==> src/sv/ssr_pkg.sv <==
// shared constants and helpers for the stepper shuttle with ramp unit
package ssr_pkg;

    // configuration register indexes
    localparam int unsigned CFG_IDX_W = 3;
    localparam logic [CFG_IDX_W-1:0] REG_SPEED_LEVEL      = 3'd0;
    localparam logic [CFG_IDX_W-1:0] REG_ACCEL_LEVEL      = 3'd1;
    localparam logic [CFG_IDX_W-1:0] REG_CYCLES_PER_STAGE = 3'd2;
    localparam logic [CFG_IDX_W-1:0] REG_BASE_TICKS       = 3'd3;
    localparam logic [CFG_IDX_W-1:0] REG_UNIT_TICKS       = 3'd4;
    localparam int unsigned CFG_DATA_W = 16;

    // half-step sequence and timing constants
    localparam int unsigned PHASES  = 8;
    localparam int unsigned PHASE_W = $clog2(PHASES);
    localparam int unsigned COUNT_W = 17;
    localparam int unsigned PERIOD_W = 20;
    localparam logic [3:0] LEVEL_TOP = 4'd10;
    localparam logic [COUNT_W-1:0] COUNT_MAX = {COUNT_W{1'b1}};

    // coil pattern for a phase, forward when heading right, reversed otherwise
    function automatic logic [3:0] pattern_of(input logic [PHASE_W-1:0] idx,
                                              input logic dir_right);
        logic [PHASE_W-1:0] pos;
        logic [3:0]         pat;
        pos = dir_right ? idx : (PHASE_W'(PHASES - 1) - idx);
        case (pos)
            3'd0:    pat = 4'h8;
            3'd1:    pat = 4'hA;
            3'd2:    pat = 4'h2;
            3'd3:    pat = 4'h6;
            3'd4:    pat = 4'h4;
            3'd5:    pat = 4'h5;
            3'd6:    pat = 4'h1;
            default: pat = 4'h9;
        endcase
        return pat;
    endfunction

    // number of levels below the top, zero at or above it
    function automatic logic [3:0] below_top(input logic [4:0] lvl);
        logic [4:0] diff;
        diff = {1'b0, LEVEL_TOP} - lvl;
        return (lvl >= {1'b0, LEVEL_TOP}) ? 4'd0 : diff[3:0];
    endfunction

endpackage

==> src/sv/stepper_shuttle_with_ramp_unit.sv <==
// stepper shuttle controller with acceleration ramp, half-step coil drive
// a tick beat waits in the input register; its result is registered into the output register
// throughput: one tick beat per cycle while results are taken; input and result registers split the handshakes
// the combinational state update (period multiply, ramp bookkeeping) sets the pace
// reset: async active low; motion stopped, coils off, registers at defaults
module stepper_shuttle_with_ramp_unit
(
    input  logic                          clk,
    input  logic                          rst_n,
    input  logic                          s_axis_tvalid,
    output logic                          s_axis_tready,
    input  logic [7:0]                    s_axis_tdata,  // start_cmd, abort_cmd, left_limit, right_limit, pad
    output logic                          m_axis_tvalid,
    input  logic                          m_axis_tready,
    output logic [7:0]                    m_axis_tdata,  // coil_drive[3:0], moving, heading_right, ramping, reversed_now
    input  logic                          cfg_valid,
    output logic                          cfg_ready,
    input  logic [ssr_pkg::CFG_IDX_W-1:0] cfg_index,
    input  logic [ssr_pkg::CFG_DATA_W-1:0] cfg_data
);

    // configuration registers
    logic [3:0]  speed_level_reg;
    logic [3:0]  accel_level_reg;
    logic [7:0]  cycles_per_stage_reg;
    logic [15:0] base_ticks_reg;
    logic [15:0] unit_ticks_reg;

    // handshake registers
    logic       in_valid_reg;
    logic [3:0] in_data_reg;
    logic       out_valid_reg;
    logic [7:0] out_data_reg;
    logic       advance;
    logic       fire;

    // motion state
    logic                         running_reg, running_next;
    logic                         direction_reg, direction_next;
    logic [ssr_pkg::PHASE_W-1:0]  phase_reg, phase_next;
    logic [ssr_pkg::COUNT_W-1:0]  count_reg, count_next;
    logic [4:0]                   ramp_level_reg, ramp_level_next;
    logic [3:0]                   stages_left_reg, stages_left_next;
    logic [7:0]                   cycles_in_stage_reg, cycles_in_stage_next;
    logic                         ramp_active_reg, ramp_active_next;

    // ramp start values
    logic [3:0] ramp_stages;
    logic [4:0] ramp_init_level;
    logic       ramp_init_active;

    // result fields
    logic [3:0] coils;
    logic       rev;
    logic [7:0] result;

    // tick fields
    logic in_start;
    logic in_abort;
    logic in_left;
    logic in_right;

    assign in_start = in_data_reg[0];
    assign in_abort = in_data_reg[1];
    assign in_left  = in_data_reg[2];
    assign in_right = in_data_reg[3];

    // handshake control
    assign advance       = !out_valid_reg || m_axis_tready;
    assign fire          = in_valid_reg && advance;
    assign s_axis_tready = !in_valid_reg || advance;
    assign m_axis_tvalid = out_valid_reg;
    assign m_axis_tdata  = out_data_reg;
    assign cfg_ready     = 1'b1;

    // ramp start values from the current settings
    always_comb
    begin
        ramp_stages = (accel_level_reg >= ssr_pkg::LEVEL_TOP) ? 4'd0
                    : (ssr_pkg::LEVEL_TOP - accel_level_reg);
        ramp_init_level = (speed_level_reg >= ramp_stages)
                        ? {1'b0, speed_level_reg - ramp_stages}
                        : {1'b0, ramp_stages - speed_level_reg};
        ramp_init_active = (ramp_stages != 4'd0) && (cycles_per_stage_reg != 8'd0);
    end

    // next state and result for one tick
    always_comb
    begin
        logic                        hit;
        logic [4:0]                  lvl;
        logic [3:0]                  below;
        logic [ssr_pkg::PERIOD_W-1:0] period;
        logic [ssr_pkg::PERIOD_W-1:0] period_m1;

        running_next         = running_reg;
        direction_next       = direction_reg;
        phase_next           = phase_reg;
        count_next           = count_reg;
        ramp_level_next      = ramp_level_reg;
        stages_left_next     = stages_left_reg;
        cycles_in_stage_next = cycles_in_stage_reg;
        ramp_active_next     = ramp_active_reg;
        coils                = 4'd0;
        rev                  = 1'b0;
        hit                  = 1'b0;
        lvl                  = 5'd0;
        below                = 4'd0;
        period               = '0;
        period_m1            = '0;

        if (in_abort)
        begin
            running_next     = 1'b0;
            ramp_active_next = 1'b0;
            count_next       = '0;
            phase_next       = '0;
        end
        else
        begin
            // start from idle heads left with a fresh ramp
            if (!running_reg && in_start)
            begin
                running_next         = 1'b1;
                direction_next       = 1'b0;
                phase_next           = '0;
                count_next           = '0;
                ramp_level_next      = ramp_init_level;
                stages_left_next     = ramp_stages;
                cycles_in_stage_next = 8'd0;
                ramp_active_next     = ramp_init_active;
            end
            if (running_next)
            begin
                if (count_next != '0)
                begin
                    // hold the current half-step
                    count_next = count_next - 1'b1;
                    coils = ssr_pkg::pattern_of(phase_next - 1'b1, direction_next);
                end
                else
                begin
                    hit = direction_next ? in_right : in_left;
                    if (phase_next == '0 && hit)
                    begin
                        // limit at a cycle boundary: coils off, turn round, new ramp
                        direction_next       = !direction_next;
                        rev                  = 1'b1;
                        ramp_level_next      = ramp_init_level;
                        stages_left_next     = ramp_stages;
                        cycles_in_stage_next = 8'd0;
                        ramp_active_next     = ramp_init_active;
                    end
                    else
                    begin
                        coils = ssr_pkg::pattern_of(phase_next, direction_next);
                        // half-step period from the active level
                        lvl = ramp_active_next ? ramp_level_next : {1'b0, speed_level_reg};
                        below = ssr_pkg::below_top(lvl);
                        period = {4'd0, base_ticks_reg}
                               + (ssr_pkg::PERIOD_W'(unit_ticks_reg)
                                  * ssr_pkg::PERIOD_W'(below));
                        period_m1 = (period == '0) ? '0 : (period - 1'b1);
                        count_next = (period_m1 > {3'd0, ssr_pkg::COUNT_MAX})
                                   ? ssr_pkg::COUNT_MAX : period_m1[ssr_pkg::COUNT_W-1:0];
                        // ramp bookkeeping at the end of a full cycle
                        if (phase_next == ssr_pkg::PHASE_W'(ssr_pkg::PHASES - 1)
                            && ramp_active_next)
                        begin
                            cycles_in_stage_next = cycles_in_stage_next + 1'b1;
                            if (cycles_in_stage_next >= cycles_per_stage_reg)
                            begin
                                cycles_in_stage_next = 8'd0;
                                ramp_level_next      = ramp_level_next + 1'b1;
                                stages_left_next     = stages_left_next - 1'b1;
                                if (stages_left_next == 4'd0)
                                begin
                                    ramp_active_next = 1'b0;
                                end
                            end
                        end
                        phase_next = phase_next + 1'b1;
                    end
                end
            end
        end

        result = {rev, running_next && ramp_active_next, direction_next, running_next, coils};
    end

    // configuration writes
    always_ff @(posedge clk or negedge rst_n)
    begin
        if (!rst_n)
        begin
            speed_level_reg      <= 4'd5;
            accel_level_reg      <= 4'd6;
            cycles_per_stage_reg <= 8'd30;
            base_ticks_reg       <= 16'd600;
            unit_ticks_reg       <= 16'd150;
        end
        else if (cfg_valid && cfg_ready)
        begin
            unique case (cfg_index)
                ssr_pkg::REG_SPEED_LEVEL:      speed_level_reg      <= cfg_data[3:0];
                ssr_pkg::REG_ACCEL_LEVEL:      accel_level_reg      <= cfg_data[3:0];
                ssr_pkg::REG_CYCLES_PER_STAGE: cycles_per_stage_reg <= cfg_data[7:0];
                ssr_pkg::REG_BASE_TICKS:       base_ticks_reg       <= cfg_data;
                ssr_pkg::REG_UNIT_TICKS:       unit_ticks_reg       <= cfg_data;
                default:                       ;
            endcase
        end
    end

    // handshake valids
    always_ff @(posedge clk or negedge rst_n)
    begin
        if (!rst_n)
        begin
            in_valid_reg  <= 1'b0;
            out_valid_reg <= 1'b0;
        end
        else
        begin
            if (s_axis_tvalid && s_axis_tready)
            begin
                in_valid_reg <= 1'b1;
            end
            else if (fire)
            begin
                in_valid_reg <= 1'b0;
            end
            if (fire)
            begin
                out_valid_reg <= 1'b1;
            end
            else if (m_axis_tready)
            begin
                out_valid_reg <= 1'b0;
            end
        end
    end

    // beat payloads
    always_ff @(posedge clk)
    begin
        if (s_axis_tvalid && s_axis_tready)
        begin
            in_data_reg <= s_axis_tdata[3:0];
        end
        if (fire)
        begin
            out_data_reg <= result;
        end
    end

    // motion state update
    always_ff @(posedge clk or negedge rst_n)
    begin
        if (!rst_n)
        begin
            running_reg         <= 1'b0;
            direction_reg       <= 1'b0;
            phase_reg           <= '0;
            count_reg           <= '0;
            ramp_level_reg      <= 5'd0;
            stages_left_reg     <= 4'd0;
            cycles_in_stage_reg <= 8'd0;
            ramp_active_reg     <= 1'b0;
        end
        else if (fire)
        begin
            running_reg         <= running_next;
            direction_reg       <= direction_next;
            phase_reg           <= phase_next;
            count_reg           <= count_next;
            ramp_level_reg      <= ramp_level_next;
            stages_left_reg     <= stages_left_next;
            cycles_in_stage_reg <= cycles_in_stage_next;
            ramp_active_reg     <= ramp_active_next;
        end
    end

`ifndef SYNTHESIS
    // a reversal beat always has the coils off
    a_rev_coils_off: assert property (@(posedge clk) disable iff (!rst_n)
        out_valid_reg && out_data_reg[7] |-> out_data_reg[3:0] == 4'd0)
        else $error("reversal beat with coils energised");

    // ramping is only reported while moving
    a_ramp_moving: assert property (@(posedge clk) disable iff (!rst_n)
        out_valid_reg && out_data_reg[6] |-> out_data_reg[4])
        else $error("ramping reported while stopped");

    // an idle shuttle has no ramp and sits at phase zero
    a_idle_clean: assert property (@(posedge clk) disable iff (!rst_n)
        !running_reg |-> !ramp_active_reg && phase_reg == '0)
        else $error("idle shuttle with ramp or phase left over");

    // an active ramp always has stages left
    a_ramp_stages: assert property (@(posedge clk) disable iff (!rst_n)
        ramp_active_reg |-> stages_left_reg != 4'd0)
        else $error("ramp active with no stages left");
`endif

endmodule

==> config.mk <==
export PLATFORM = sky130hd
export DESIGN_NAME = stepper_shuttle_with_ramp_unit
export DESIGN_NICKNAME = d
export VERILOG_FILES = /design/src/sv/ssr_pkg.sv /design/src/sv/stepper_shuttle_with_ramp_unit.sv
export SDC_FILE = /design/constraint.sdc
export NUM_CORES = 1
export LEC_CHECK = 0
export CORE_ASPECT_RATIO = 2
export CORE_MARGIN = 5
export CORE_UTILIZATION = 40
export CTS_CLUSTER_DIAMETER = 60
export DETAILED_ROUTE_END_ITERATION = 8
export DONT_BUFFER_PORTS = 1
export GPL_TIMING_DRIVEN = 1
export SETUP_SLACK_MARGIN = 0.4
export SLEW_MARGIN = 20
export SYNTH_ARGS = -nofsm -noshare
export SYNTH_HDL_FRONTEND = slang
export SYNTH_SLANG_ARGS = --single-unit
==> constraint.sdc <==
create_clock -name clk -period 12.2 [get_ports clk]
set_input_delay 2.44 -clock clk [delete_from_list [all_inputs] [get_ports clk]]
set_output_delay 2.44 -clock clk [all_outputs]
set_load 0.05 [all_outputs]
* Word level (Yosys, flattened, before mapping)
Index checks and enable logic that the tools add are counted.
Widths: inputs -> output; s select.
** Storage, ports and cells
- Latch bits :: 0
- Bits in registers :: 102
- Memories kept :: 0
- Memory bits (writable) :: 0
- Memory bits (read-only) :: 0
- Output and inout port bits :: 11
- Logic and storage cells :: 159
- Input port bits :: 32
** Operators by class
- Bitwise operators :: 2
- Multiply operators :: 1
- Order comparisons :: 5
- Multiplexer cells :: 69
- Reductions and logical operators :: 32
- Add/subtract/negate cells :: 14
- Shift operators :: 0
- Equality and inequality tests :: 17
- Div/mod/pow operators :: 0
** Operators by type and width (count)
- $mux 17 :: 7
- $mux 8 :: 7
- $pmux 4 s7 :: 2
- $mux 4 :: 12
- $mux 5 :: 8
- $eq 3x3->1 const B :: 8
- $mux 1 :: 24
- $mux 3 :: 8
- $add 16x20->20 :: 1
- $gt 20x17->1 const B :: 1
- $logic_not 20->1 :: 1
- $mul 16x4->20 :: 1
- $mux 20 :: 1
- $sub 20x1->20 const B :: 1
- $eq 3x2->1 const B :: 6
- $reduce_bool 17->1 :: 1
- $sub 17x1->17 const B :: 1
- $logic_not 3->1 :: 4
- $reduce_and 2->1 :: 6
- $eq 3x1->1 const B :: 3
- $add 8x1->8 const B :: 1
- $ge 8x8->1 :: 1
- $reduce_bool 8->1 :: 1
- $sub 4x4->4 :: 2
- 18 further kinds :: 32

* Longest topological paths before layout
Gate-level depths: netlist of run 1.
- Word-level depth :: 19
- Gate-level depth with buffers :: 38
- Mapped depth without buffers :: 35

* Worst setup path after synthesis of run 1
OpenSTA, ideal clock, no wires.
- Path kind :: reg-to-reg
- Start :: reg accel_level_reg[0]
- End :: reg count_reg[8] (netlist name)
- Stages on the path, launching flop included :: 38
- Library setup time :: 0.160 ns
- Slack :: 3.327 ns
- Arrival time :: 8.714 ns
- Path through :: dfrtp_1 > inv_1 > ha_1 > o31ai_1 > nand2_1 > inv_1 > ha_1 > inv_1 > fa_1 > a21o_1 > a21o_1 > a21oi_1 > mux2i_1 > xnor2_1 > mux2_2 > mux2_2 > o31a_1 > nor3b_1 > [... 2 more ...] > fa_1 > fa_1 > inv_1 > fa_1 > inv_1 > ha_1 > buf_6 > and2_4 > a221oi_2 > o21ai_0 > xnor2_1 > nand4b_1 > or3b_4 > nor4b_4 > o31ai_4 > buf_6 > o211ai_2 > a22oi_1
** On the way
- Longest elaborated chain between the ends :: 19
- Elaborated cells between the ends (all ways) :: 28
- Those cells by class :: add/sub: 6; mul: 1; order compare: 4; mux: 14; reduce/logical: 3
** RTL lines
- from (decl) :: RTL line stepper_shuttle_with_ramp_unit.sv:24 : logic [3:0] accel_level_reg;
- from (signal assigned) :: RTL line stepper_shuttle_with_ramp_unit.sv:206 : ssr_pkg::REG_ACCEL_LEVEL: accel_level_reg <= cfg_data[3:0];
- $sub 4x4->4 or $ge 4x4->1 (tied branches) :: RTL line stepper_shuttle_with_ramp_unit.sv:80, stepper_shuttle_with_ramp_unit.sv:79
- $mux 4 (*) :: RTL line stepper_shuttle_with_ramp_unit.sv:79 : ramp_stages = (accel_level_reg >= ssr_pkg::LEVEL_TOP) ? 4'd0
- $sub 4x4->4, or another cell as far along :: RTL line stepper_shuttle_with_ramp_unit.sv:83 : : {1'b0, ramp_stages - speed_level_reg};
- $mux 4 or $logic_and 1x1->1 (tied branches) :: RTL line stepper_shuttle_with_ramp_unit.sv:82, stepper_shuttle_with_ramp_unit.sv:84
- $mux 5 or $mux 1 (tied branches) :: RTL line stepper_shuttle_with_ramp_unit.sv:122 : if (!running_reg && in_start)
- $mux 5 or $mux 1 (tied branches) :: RTL line stepper_shuttle_with_ramp_unit.sv:112 : if (in_abort)
- $mux 5 (*) :: RTL line stepper_shuttle_with_ramp_unit.sv:158 : lvl = ramp_active_next ? ramp_level_next : {1'b0, speed_level_reg};
- $sub 4x4->4 or $ge 5x4->1 (tied branches) :: RTL line ssr_pkg.sv:43, ssr_pkg.sv:44
- [... 3 more ...]
- $sub 20x1->20 or $logic_not 20->1 (tied branches) :: RTL line stepper_shuttle_with_ramp_unit.sv:163 : period_m1 = (period == '0) ? '0 : (period - 1'b1);
- $mux 20 (*) :: RTL line stepper_shuttle_with_ramp_unit.sv:163
- $gt 20x17->1 :: RTL line stepper_shuttle_with_ramp_unit.sv:164 : count_next = (period_m1 > {3'd0, ssr_pkg::COUNT_MAX})
- $mux 17 (*) :: RTL line stepper_shuttle_with_ramp_unit.sv:165 : ? ssr_pkg::COUNT_MAX : period_m1[ssr_pkg::COUNT_W-1:0];
- $mux 17 (*) :: RTL line stepper_shuttle_with_ramp_unit.sv:144 : if (phase_next == '0 && hit)
- $mux 17 (*) :: RTL line stepper_shuttle_with_ramp_unit.sv:135 : if (count_next != '0)
- $mux 17 (*) :: RTL line stepper_shuttle_with_ramp_unit.sv:133 : if (running_next)
- $mux 17 (*) :: RTL line stepper_shuttle_with_ramp_unit.sv:112
- to (signal assigned) :: RTL line stepper_shuttle_with_ramp_unit.sv:276 : count_reg <= count_next;
- to (decl) :: RTL line stepper_shuttle_with_ramp_unit.sv:41 : logic [ssr_pkg::COUNT_W-1:0] count_reg, count_next;
Every way passes the cells marked *; elsewhere a longest branch is shown, timed or not. The select of a mux whose other input is x is not followed.
A chain may end at the register's enable or synchronous reset.

* Worst setup path after layout of run 1
- Start :: reg accel_level_reg[0]
- End :: reg count_reg[7] (netlist name)
The elaborated chain is that of the path after synthesis.

==> results_tabular.tex, run 1 <==
\begin{tabular}{lr}
\hline
Metric & Value \\
\hline
\multicolumn{2}{l}{\textbf{Outcome}} \\
Outcome & completed \\
\multicolumn{2}{l}{\textbf{Clock tree}} \\
Clock sink count & 102 \\
Clock buffers created by TritonCTS & 9 \\
Clock Tree Root & sky130\_fd\_sc\_hd\_\_clkbuf\_16 \\
Clock tree from TritonCTS & yes \\
Number of hold buffers added after CTS & 0 \\
Clock insertion delay at the later pin of the skew report & 400 ps \\
Buffer levels on the longest clock path & 2 \\
Worst-path clk slew & 80 ps \\
Number of buffers inserted by post-CTS setup repair & 0 \\
H-tree level count & 3 \\
Number of cells upsized or downsized after cts & 0 \\
\multicolumn{2}{l}{\textbf{Die}} \\
Placement row count & 80 \\
Horiz. Die Dim & 120 um \\
Overall die area & 0.0275 mm\^{}2 \\
Number of top-level pins & 43 \\
Core Area & 0.0238 mm\^{}2 \\
Die outline height & 230 um \\
Starting Density & 0.405 \\
\multicolumn{2}{l}{\textbf{Cells and area}} \\
Growth of design area from synthesis to finish & 5.69\% \\
Share of cells above drive strength 1 & 0.112 \\
Design Area, Final & 0.0102 mm\^{}2 \\
Number of flip-flops under the largest register name & 17 \\
Antenna diode count & 0 \\
NumNets Final & 1209 \\
Fill cell instance count of the final layout & 2421 \\
\multicolumn{2}{l}{\textbf{STA}} \\
Final max-slew violation count & 0 \\
Top achievable clock speed & 0.101 GHz \\
Final hold violation count & 0 \\
Remaining max-slew budget at the tightest pin & 0.364 \\
Final period util & 0.813 \\
Slew at the pin with the worst max-slew slack & 951 ps \\
Setup\_tns & 0 ps \\
Final setup fails & 0 \\
Minimum clock period after layout & 9920 ps \\
Worst clock skew on the final layout & 21.3 ps \\
Smallest setup slack after layout & 2280 ps \\
Unrepaired setup endpoints after global routing & no \\
Final worst hold slack & 484 ps \\
\multicolumn{2}{l}{\textbf{Synthesis}} \\
Top area cells in the synthesized netlist & sky130\_fd\_sc\_hd\_\_dfrtp\_1 (19\%), sky130\_fd\_sc\_hd\_\_fa\_1 (9.3\%), sky130\_fd\_sc\_hd\_\_ha\_1 (7.5\%) \\
Fraction of synthesized cell area taken by the top area cell type & 0.192 \\
Prevailing post-synth register cell & sky130\_fd\_sc\_hd\_\_dfrtp\_1 \\
Synthesized Nets & 1237 \\
Synth async-reset ratio & 0.882 \\
Library cells used by synthesis & 89 \\
Leading cell type by number of instances after synthesis & sky130\_fd\_sc\_hd\_\_nand2\_1 \\
Netlist Area Pre-Place & 0.00964 mm\^{}2 \\
Number of synthesized register bits & 102 \\
Synthesis Warnings & 0 \\
Top cells by instance count after synthesis & sky130\_fd\_sc\_hd\_\_nand2\_1 (103), sky130\_fd\_sc\_hd\_\_nor2\_1 (91), sky130\_fd\_sc\_hd\_\_inv\_1 (82), sky130\_fd\_sc\_hd\_\_and2\_1 (75), sky130\_fd\_sc\_hd\_\_dfrtp\_1 (74) \\
Synth Instances & 1102 \\
Sequential element share of the synthesized area & 0.273 \\
Largest area contributor in the synthesized netlist & sky130\_fd\_sc\_hd\_\_dfrtp\_1 \\
Average footprint of a synthesized cell & 8.74 um\^{}2 \\
Post-synth EDFFs & 12 \\
\multicolumn{2}{l}{\textbf{Worst setup path}} \\
Maximum single-stage delay on the critical path & 550 ps \\
Endpoint type of the worst setup path & flop \\
Data arrival at the endpoint of the critical path & 10170 ps \\
Type of origin of the critical path & flop \\
Delay-heaviest family, CP & compound AO/OA/AOI/OAI gates \\
Worst path required time & 12450 ps \\
Critical path buffer and inverter count & 6 \\
Slowest stage cell, crit path & sky130\_fd\_sc\_hd\_\_fa\_1 \\
Largest fanout on the critical path & 16 \\
Worst Path Class, Setup & reg2reg \\
Cell with the most instances on the worst path & sky130\_fd\_sc\_hd\_\_inv\_1 \\
\multicolumn{2}{l}{\textbf{Detailed routing}} \\
Average wire per standard cell & 17.7 um \\
Antenna violation net count after detailed routing & 0 \\
Vias per std cell & 5.72 \\
Initial DRT Pass Iterations & 5 \\
Detailed Route WL & 24.2 mm \\
Drc violations & 0 \\
Vias & 7820 \\
Number of DRC markers in iteration 0 & 350 \\
\multicolumn{2}{l}{\textbf{Global routing}} \\
Antenna violations before repair & 0 \\
Largest net degree at the start of global routing & 91 \\
Via count of the first global-routing pass & 8062 \\
First-pass GRT wire length & 40.9 mm \\
Global router's overall resource usage & 0.184 \\
Total global routing overflow & 0 \\
\multicolumn{2}{l}{\textbf{Placed design}} \\
Placed wire-length estimate & 19.0 mm \\
Placer congestion estimate & 0.853 \\
Minimum setup slack after placement & 2260 ps \\
Cell area reported after detailed placement & 0.00988 mm\^{}2 \\
Number of buffers inserted by port buffering & 0 \\
\multicolumn{2}{l}{\textbf{Hold path}} \\
Min-delay worst type & reg2reg \\
\multicolumn{2}{l}{\textbf{Run}} \\
Number of max-cap violations & 0 \\
\hline
\end{tabular}
-- cell usage in the layout, fill, tap and decap left out, types with 12 or more instances in the layout --
cell type and count:
sky130_fd_sc_hd__xnor2_1 17, sky130_fd_sc_hd__a31oi_1 12, sky130_fd_sc_hd__dfstp_2 16, sky130_fd_sc_hd__edfxtp_1 12
sky130_fd_sc_hd__nor2_1 91, sky130_fd_sc_hd__o21ai_0 57, sky130_fd_sc_hd__a21o_1 15, sky130_fd_sc_hd__nor3_1 20
sky130_fd_sc_hd__o21a_1 12, sky130_fd_sc_hd__inv_1 82, sky130_fd_sc_hd__buf_4 12, sky130_fd_sc_hd__fa_1 45
sky130_fd_sc_hd__xor2_1 21, sky130_fd_sc_hd__nand2_1 103, sky130_fd_sc_hd__o31ai_1 12, sky130_fd_sc_hd__ha_1 58
sky130_fd_sc_hd__a21oi_1 63, sky130_fd_sc_hd__o211ai_1 12, sky130_fd_sc_hd__mux2_2 44, sky130_fd_sc_hd__and2_1 75
sky130_fd_sc_hd__dfrtp_1 74, sky130_fd_sc_hd__nand3_1 22
-- stage by stage --
step           std cells  utilization
2_1_floorplan       1102            -
3_3_place_gp        1350        0.415
3_5_place_dp        1350        0.415
4_1_cts             1366        0.427
5_1_grt             1366        0.428
6_report            1366        0.428
-- per-layer routing --
| metal | global-route usage | share of wire |
|---|---|---|
| met5 | 0 | 0 |
| met4 | 0.0839 | 0.037 |
| met3 | 0.0267 | 0.027 |
| met2 | 0.362 | 0.57 |
| met1 | 0.186 | 0.37 |
-- worst register-to-register path: cells and delay by family (launching register included) --
family | cells | cell delay, ps
fa+ha+maj | 8 | 2900
flops | 1 | 430
mux | 1 | 270
compound gates | 11 | 3020
simple gates | 9 | 2420
xor+xnor | 1 | 160
buf+inv | 6 | 590
-- cells by family after synthesis --
group,count (synthesis),synth area share
xor+xnor,38,0.0345
other cells,1,0.000389
mux,52,0.0597
simple gates,406,0.219
compound gates,267,0.190
flops,102,0.273
fa+ha+maj,103,0.169
buf+inv,133,0.0552
-- area by class of cell --
type	instances	area, um^2	share of cell area
clock inverters	6	60.1	0.00590
inverters	82	308	0.0302
well taps	287	359	0.0353
clock buffers	10	239	0.0235
multi-input cells	867	6500	0.638
flip-flops and latches	102	2630	0.258
repair buffers	12	90.1	0.00885
-- final timing paths --
kind | cells after the start | endpoint | from | slack (ps)
min | 2 | stages_left_reg[0] | stages_left_reg[0] | 480
max reg2reg | 36 | count_reg[7] | accel_level_reg[0] | 2280
min reg2reg | 2 | stages_left_reg[0] | stages_left_reg[0] | 480
max in group asynchronous | 0 | base_ticks_reg[9] | rst_n | 10220
max | 36 | count_reg[7] | accel_level_reg[0] | 2280
min in group asynchronous | 0 | cycles_in_stage_reg[6] | rst_n | 1740
Power of run 1 is left out: the tool's default activity adds up to more than one toggle a clock period on the data nets, which glitch-free logic cannot reach.
==> run 2: changes to the inputs <==
clock period = 9.8 ns   (was 12.2 ns; I/O delays follow)
==> run 2 against run 1 <==
Worst setup slack worse by 1500 ps. Maximum frequency rose by 10%. Hold slack improved by 1.5 ps. Clock-buffer cell count unchanged. Non-clock buffer count increased by 20. Final cell count is 1.5% higher. Via count is 1.3% higher. Register-to-register slack worse by 1500 ps. Critical path depth stayed put. Core utilization up 1.3 points. Critical endpoint is now count_reg[12]. Largest cell class unchanged.
==> results_tabular.tex, run 2 (synthesis gave the netlist of run 1 again) <==
\begin{tabular}{lr}
\hline
Metric & Value \\
\hline
\multicolumn{2}{l}{\textbf{Outcome}} \\
Outcome & completed \\
\multicolumn{2}{l}{\textbf{Worst setup path}} \\
Worst reg2reg startpoint & accel\_level\_reg[0] \\
Setup slack on the worst flop-to-flop path & 800 ps \\
Crit Reg-Reg Endpoint & count\_reg[12] \\
Worst Path Class, Setup & reg2reg \\
Worst path required time & 10050 ps \\
Data arrival at the endpoint of the critical path & 9250 ps \\
Type of origin of the critical path & flop \\
Largest fanout on the critical path & 8 \\
Cells on worst reg2reg path & 36 \\
Maximum single-stage delay on the critical path & 550 ps \\
Slowest stage cell, crit path & sky130\_fd\_sc\_hd\_\_fa\_1 \\
Endpoint type of the worst setup path & flop \\
\multicolumn{2}{l}{\textbf{Hold path}} \\
Hold Crit Start & stages\_left\_reg[3] \\
Number of stages on the worst hold path & 2 \\
Endpoint with the worst hold slack & stages\_left\_reg[3] \\
Min-delay worst type & reg2reg \\
\multicolumn{2}{l}{\textbf{Placed design}} \\
Placer congestion estimate & 0.860 \\
Placed wire-length estimate & 19.4 mm \\
Number of buffers inserted by port buffering & 0 \\
Cell area reported after detailed placement & 0.00993 mm\^{}2 \\
\multicolumn{2}{l}{\textbf{STA}} \\
Final setup fails & 0 \\
Final hold violation count & 0 \\
Unrepaired setup endpoints after global routing & no \\
Final period util & 0.918 \\
Remaining max-slew budget at the tightest pin & 0.348 \\
Top achievable clock speed & 0.111 GHz \\
Minimum clock period after layout & 9000 ps \\
Final max-slew violation count & 0 \\
Slew at the pin with the worst max-slew slack & 975 ps \\
Worst clock skew on the final layout & 15.5 ps \\
\multicolumn{2}{l}{\textbf{Clock tree}} \\
Clock Tree Root & sky130\_fd\_sc\_hd\_\_clkbuf\_16 \\
Clock tree from TritonCTS & yes \\
Number of hold buffers added after CTS & 0 \\
Buffer levels on the longest clock path & 2 \\
H-tree level count & 3 \\
Worst-path clk slew & 80 ps \\
Clock insertion delay at the later pin of the skew report & 380 ps \\
Clock buffers created by TritonCTS & 9 \\
Clock sink count & 102 \\
\multicolumn{2}{l}{\textbf{Cells and area}} \\
Fraction of the core area covered by cells at the end of the flow & 0.440 \\
Most frequent standard cell in the layout excluding fill and tap cells & sky130\_fd\_sc\_hd\_\_nand2\_1 \\
Area taken by multi-input logic gates & 0.00662 mm\^{}2 \\
Growth of design area from synthesis to finish & 8.86\% \\
Number of flip-flops under the largest register name & 17 \\
Share of cells above drive strength 1 & 0.147 \\
NumNets Final & 1229 \\
Design Area, Final & 0.0105 mm\^{}2 \\
Area occupied by registers & 0.00263 mm\^{}2 \\
Fill cell instance count of the final layout & 2438 \\
Antenna diode count & 0 \\
Most frequent cells in the layout & sky130\_fd\_sc\_hd\_\_nand2\_1 (102), sky130\_fd\_sc\_hd\_\_nor2\_1 (89), sky130\_fd\_sc\_hd\_\_inv\_1 (82) \\
\multicolumn{2}{l}{\textbf{Global routing}} \\
Antenna violations before repair & 0 \\
Total global routing overflow & 0 \\
Largest net degree at the start of global routing & 91 \\
Global router's overall resource usage & 0.187 \\
Via count of the first global-routing pass & 8317 \\
First-pass GRT wire length & 41.3 mm \\
\multicolumn{2}{l}{\textbf{Detailed routing}} \\
Highest routed metal layer & met4 \\
Met2 routed wirelength & 14.3 mm \\
Vias per std cell & 5.71 \\
Met3 WL post-DR & 611 um \\
Vias & 7920 \\
Antenna violation net count after detailed routing & 0 \\
Number of DRC markers in iteration 0 & 288 \\
Average wire per standard cell & 18.1 um \\
Wire length on met1 & 9.03 mm \\
Detailed Route WL & 25.0 mm \\
Initial DRT Pass Iterations & 4 \\
Drc violations & 0 \\
\multicolumn{2}{l}{\textbf{Die}} \\
Horiz. Die Dim & 120 um \\
Overall die area & 0.0275 mm\^{}2 \\
Placement row count & 80 \\
Number of top-level pins & 43 \\
Starting Density & 0.405 \\
Die outline height & 230 um \\
Core Area & 0.0238 mm\^{}2 \\
\multicolumn{2}{l}{\textbf{Run}} \\
Number of max-cap violations & 0 \\
\hline
\end{tabular}
[run 2: through the flow]
stage / std cells / hold WS (ps) / TNS [ps] / setup WS, ps
final: 1386 / 486 / 0 / 800
after global routing: 1386 / 518 / 0 / 283
after CTS: 1379 / 492 / 0 / 419
after detailed placement: 1357 / 474 / -64.7 / -61.4
after global placement: 1357 / 460 / 0 / 181
after floorplan: 1102 / 446 / 0 / 927
[run 2: area by class of cell]
type                    instances  share of cell area
clock inverters                 6             0.00596
repair buffers                 32              0.0265
inverters                      82              0.0293
clock buffers                  10              0.0218
flip-flops and latches        102               0.251
multi-input cells             867               0.631
well taps                     287              0.0342
[run 2: how the worst max path moves through the flow]
stage                             from       endpoint  cells past startpoint
global placement    accel_level_reg[0]   count_reg[2]                     36
floorplan           accel_level_reg[0]   count_reg[8]                     37
finish              accel_level_reg[0]  count_reg[12]                     36
detailed placement  accel_level_reg[0]   count_reg[2]                     36
global route        accel_level_reg[0]  count_reg[12]                     36
CTS                 accel_level_reg[0]   count_reg[7]                     37
[run 2: critical path: cells and delay by family, from the launching register on]
family / cells / cell delay (ps)
AO/OA/AOI/OAI: 11 / 2650
adder cells (fa/ha/maj): 7 / 2530
AND/OR/NAND/NOR: 7 / 1490
multiplexers: 3 / 900
buffers and inverters: 7 / 720
flip-flops: 1 / 450
XOR/XNOR: 1 / 100
[run 2: layer usage]
metal  vias to the layer above  GRT usage
li1                       3859          -
met1                      3871      0.181
met2                       127      0.370
met3                        63     0.0254
met4                         0     0.0986
met5                         -          0
[run 2: timing repair]
action | 4_1_cts | 5_1_grt
resized for setup | 4 | 28
pin swaps | 3 | 9
buffers inserted | 6 | 7
endpoints found under the setup margin | 17 | 17
Power of run 2 is left out for the same reason.
==> run 3: changes to the inputs <==
clock period = 9.5 ns   (was 9.8 ns; I/O delays follow)
==> run 3 against run 2 <==
Clock-buffer cell count unchanged. Non-clock buffer count up 26. Sequential share of layout area down 0.58 points. Via count up 2.2%. Flip-flop and latch count unchanged. Critical path type unchanged. Largest cell class unchanged.
==> results_tabular.tex, run 3 (synthesis gave the netlist of run 1 again) <==
\begin{tabular}{lr}
\hline
Metric & Value \\
\hline
\multicolumn{2}{l}{\textbf{Hold path}} \\
Number of stages on the worst hold path & 2 \\
Endpoint with the worst hold slack & stages\_left\_reg[3] \\
Min-delay worst type & reg2reg \\
Hold Crit Start & stages\_left\_reg[3] \\
\multicolumn{2}{l}{\textbf{Run}} \\
Number of max-cap violations & 0 \\
\multicolumn{2}{l}{\textbf{Cells and area}} \\
Share of cells above drive strength 1 & 0.171 \\
Growth of design area from synthesis to finish & 11.4\% \\
Number of flip-flops under the largest register name & 17 \\
NumNets Final & 1255 \\
Most frequent standard cell in the layout excluding fill and tap cells & sky130\_fd\_sc\_hd\_\_nand2\_1 \\
Most frequent cells in the layout & sky130\_fd\_sc\_hd\_\_nand2\_1 (103), sky130\_fd\_sc\_hd\_\_nor2\_1 (90), sky130\_fd\_sc\_hd\_\_inv\_1 (81) \\
Antenna diode count & 0 \\
Fill cell instance count of the final layout & 2370 \\
\multicolumn{2}{l}{\textbf{Die}} \\
Die outline height & 230 um \\
Number of top-level pins & 43 \\
Placement row count & 80 \\
Overall die area & 0.0275 mm\^{}2 \\
Core Area & 0.0238 mm\^{}2 \\
Starting Density & 0.405 \\
Horiz. Die Dim & 120 um \\
\multicolumn{2}{l}{\textbf{Detailed routing}} \\
Average wire per standard cell & 17.6 um \\
Vias per std cell & 5.73 \\
Detailed Route WL & 24.8 mm \\
Number of DRC markers in iteration 0 & 292 \\
Vias & 8093 \\
Antenna violation net count after detailed routing & 0 \\
Initial DRT Pass Iterations & 4 \\
Drc violations & 0 \\
\multicolumn{2}{l}{\textbf{Global routing}} \\
Antenna violations before repair & 0 \\
Via count of the first global-routing pass & 8396 \\
Largest net degree at the start of global routing & 91 \\
Total global routing overflow & 0 \\
Global router's overall resource usage & 0.187 \\
First-pass GRT wire length & 41.2 mm \\
\multicolumn{2}{l}{\textbf{Worst setup path}} \\
Setup slack on the worst flop-to-flop path & 800 ps \\
Type of origin of the critical path & flop \\
Largest fanout on the critical path & 15 \\
Cells on worst reg2reg path & 38 \\
Crit Reg-Reg Endpoint & count\_reg[0] \\
Maximum single-stage delay on the critical path & 560 ps \\
Worst path required time & 9770 ps \\
Endpoint type of the worst setup path & flop \\
Data arrival at the endpoint of the critical path & 8970 ps \\
Worst Path Class, Setup & reg2reg \\
Worst reg2reg startpoint & accel\_level\_reg[0] \\
Slowest stage cell, crit path & sky130\_fd\_sc\_hd\_\_fa\_1 \\
Cell with the most instances on the worst path & sky130\_fd\_sc\_hd\_\_inv\_1 \\
\multicolumn{2}{l}{\textbf{STA}} \\
Setup\_tns & 0 ps \\
Final period util & 0.916 \\
Minimum clock period after layout & 8700 ps \\
Final setup fails & 0 \\
Final hold violation count & 0 \\
Unrepaired setup endpoints after global routing & no \\
Slew at the pin with the worst max-slew slack & 945 ps \\
Remaining max-slew budget at the tightest pin & 0.369 \\
Worst clock skew on the final layout & 15.4 ps \\
Final max-slew violation count & 0 \\
Top achievable clock speed & 0.115 GHz \\
\multicolumn{2}{l}{\textbf{Clock tree}} \\
Number of hold buffers added after CTS & 0 \\
Clock buffers created by TritonCTS & 9 \\
Clock Tree Root & sky130\_fd\_sc\_hd\_\_clkbuf\_16 \\
Clock sink count & 102 \\
Worst-path clk slew & 80 ps \\
H-tree level count & 3 \\
Buffer levels on the longest clock path & 2 \\
Clock tree from TritonCTS & yes \\
Clock insertion delay at the later pin of the skew report & 380 ps \\
\multicolumn{2}{l}{\textbf{Outcome}} \\
Outcome & completed \\
\multicolumn{2}{l}{\textbf{Placed design}} \\
Placer congestion estimate & 0.872 \\
Number of buffers inserted by port buffering & 0 \\
Placed wire-length estimate & 19.5 mm \\
\hline
\end{tabular}
==> run 3: layout make-up <==
class | instances | area, um^2 | share of cell area
Clock buffer | 10 | 250 | 0.0233
Clock inverter | 6 | 83.8 | 0.00781
Sequential cell | 102 | 2630 | 0.245
Inverter | 82 | 308 | 0.0287
Timing Repair Buffer | 58 | 459 | 0.0428
Tap cell | 287 | 359 | 0.0335
Multi-Input combinational cell | 867 | 6640 | 0.619
==> run 3: repair_timing <==
| item | 4_1_cts | 5_1_grt |
|---|---|---|
| resized for setup | 2 | 36 |
| pin swaps | 1 | 20 |
| buffers inserted | 4 | 9 |
| setup endpoints to repair | 16 | 17 |
==> run 3: worst max path at each step <==
stage | start | endpoint | slack (ps) | cells after the start
finish | accel_level_reg[0] | count_reg[0] | 800 | 38
floorplan | accel_level_reg[0] | count_reg[8] | 630 | 37
detailed placement | accel_level_reg[0] | count_reg[11] | 200 | 35
global route | accel_level_reg[0] | count_reg[13] | 340 | 38
global placement | accel_level_reg[0] | count_reg[14] | 310 | 36
CTS | accel_level_reg[0] | count_reg[11] | 440 | 37
==> run 3: metal layers <==
layer	global-route usage	part of all wire	vias to the layer above
met5	0	0	-
met3	0.0289	0.033	72
li1	-	-	3930
met2	0.362	0.56	156
met1	0.184	0.36	3935
met4	0.101	0.049	0
==> run 3: through the flow <==
stage	hold slack, ps	utilization	worst slack [ps]	cell area [um^2]	cells
after floorplan	446	-	627	9640	1102
after global placement	464	0.425	311	10100	1383
after detailed placement	468	0.425	198	10100	1383
after CTS	487	0.441	444	10500	1403
after global routing	501	0.451	343	10700	1412
final	483	0.451	800	10700	1412
==> run 3: worst max-delay path: cells and delay by family, from the launching register on <==
family          cells  cell delay, ps
compound gates     10            2190
xor+xnor            1             120
fa+ha+maj           7            2490
buf+inv             9             910
flops               1             400
mux                 3             840
simple gates        8            1610
Power of run 3 is left out for the same reason.
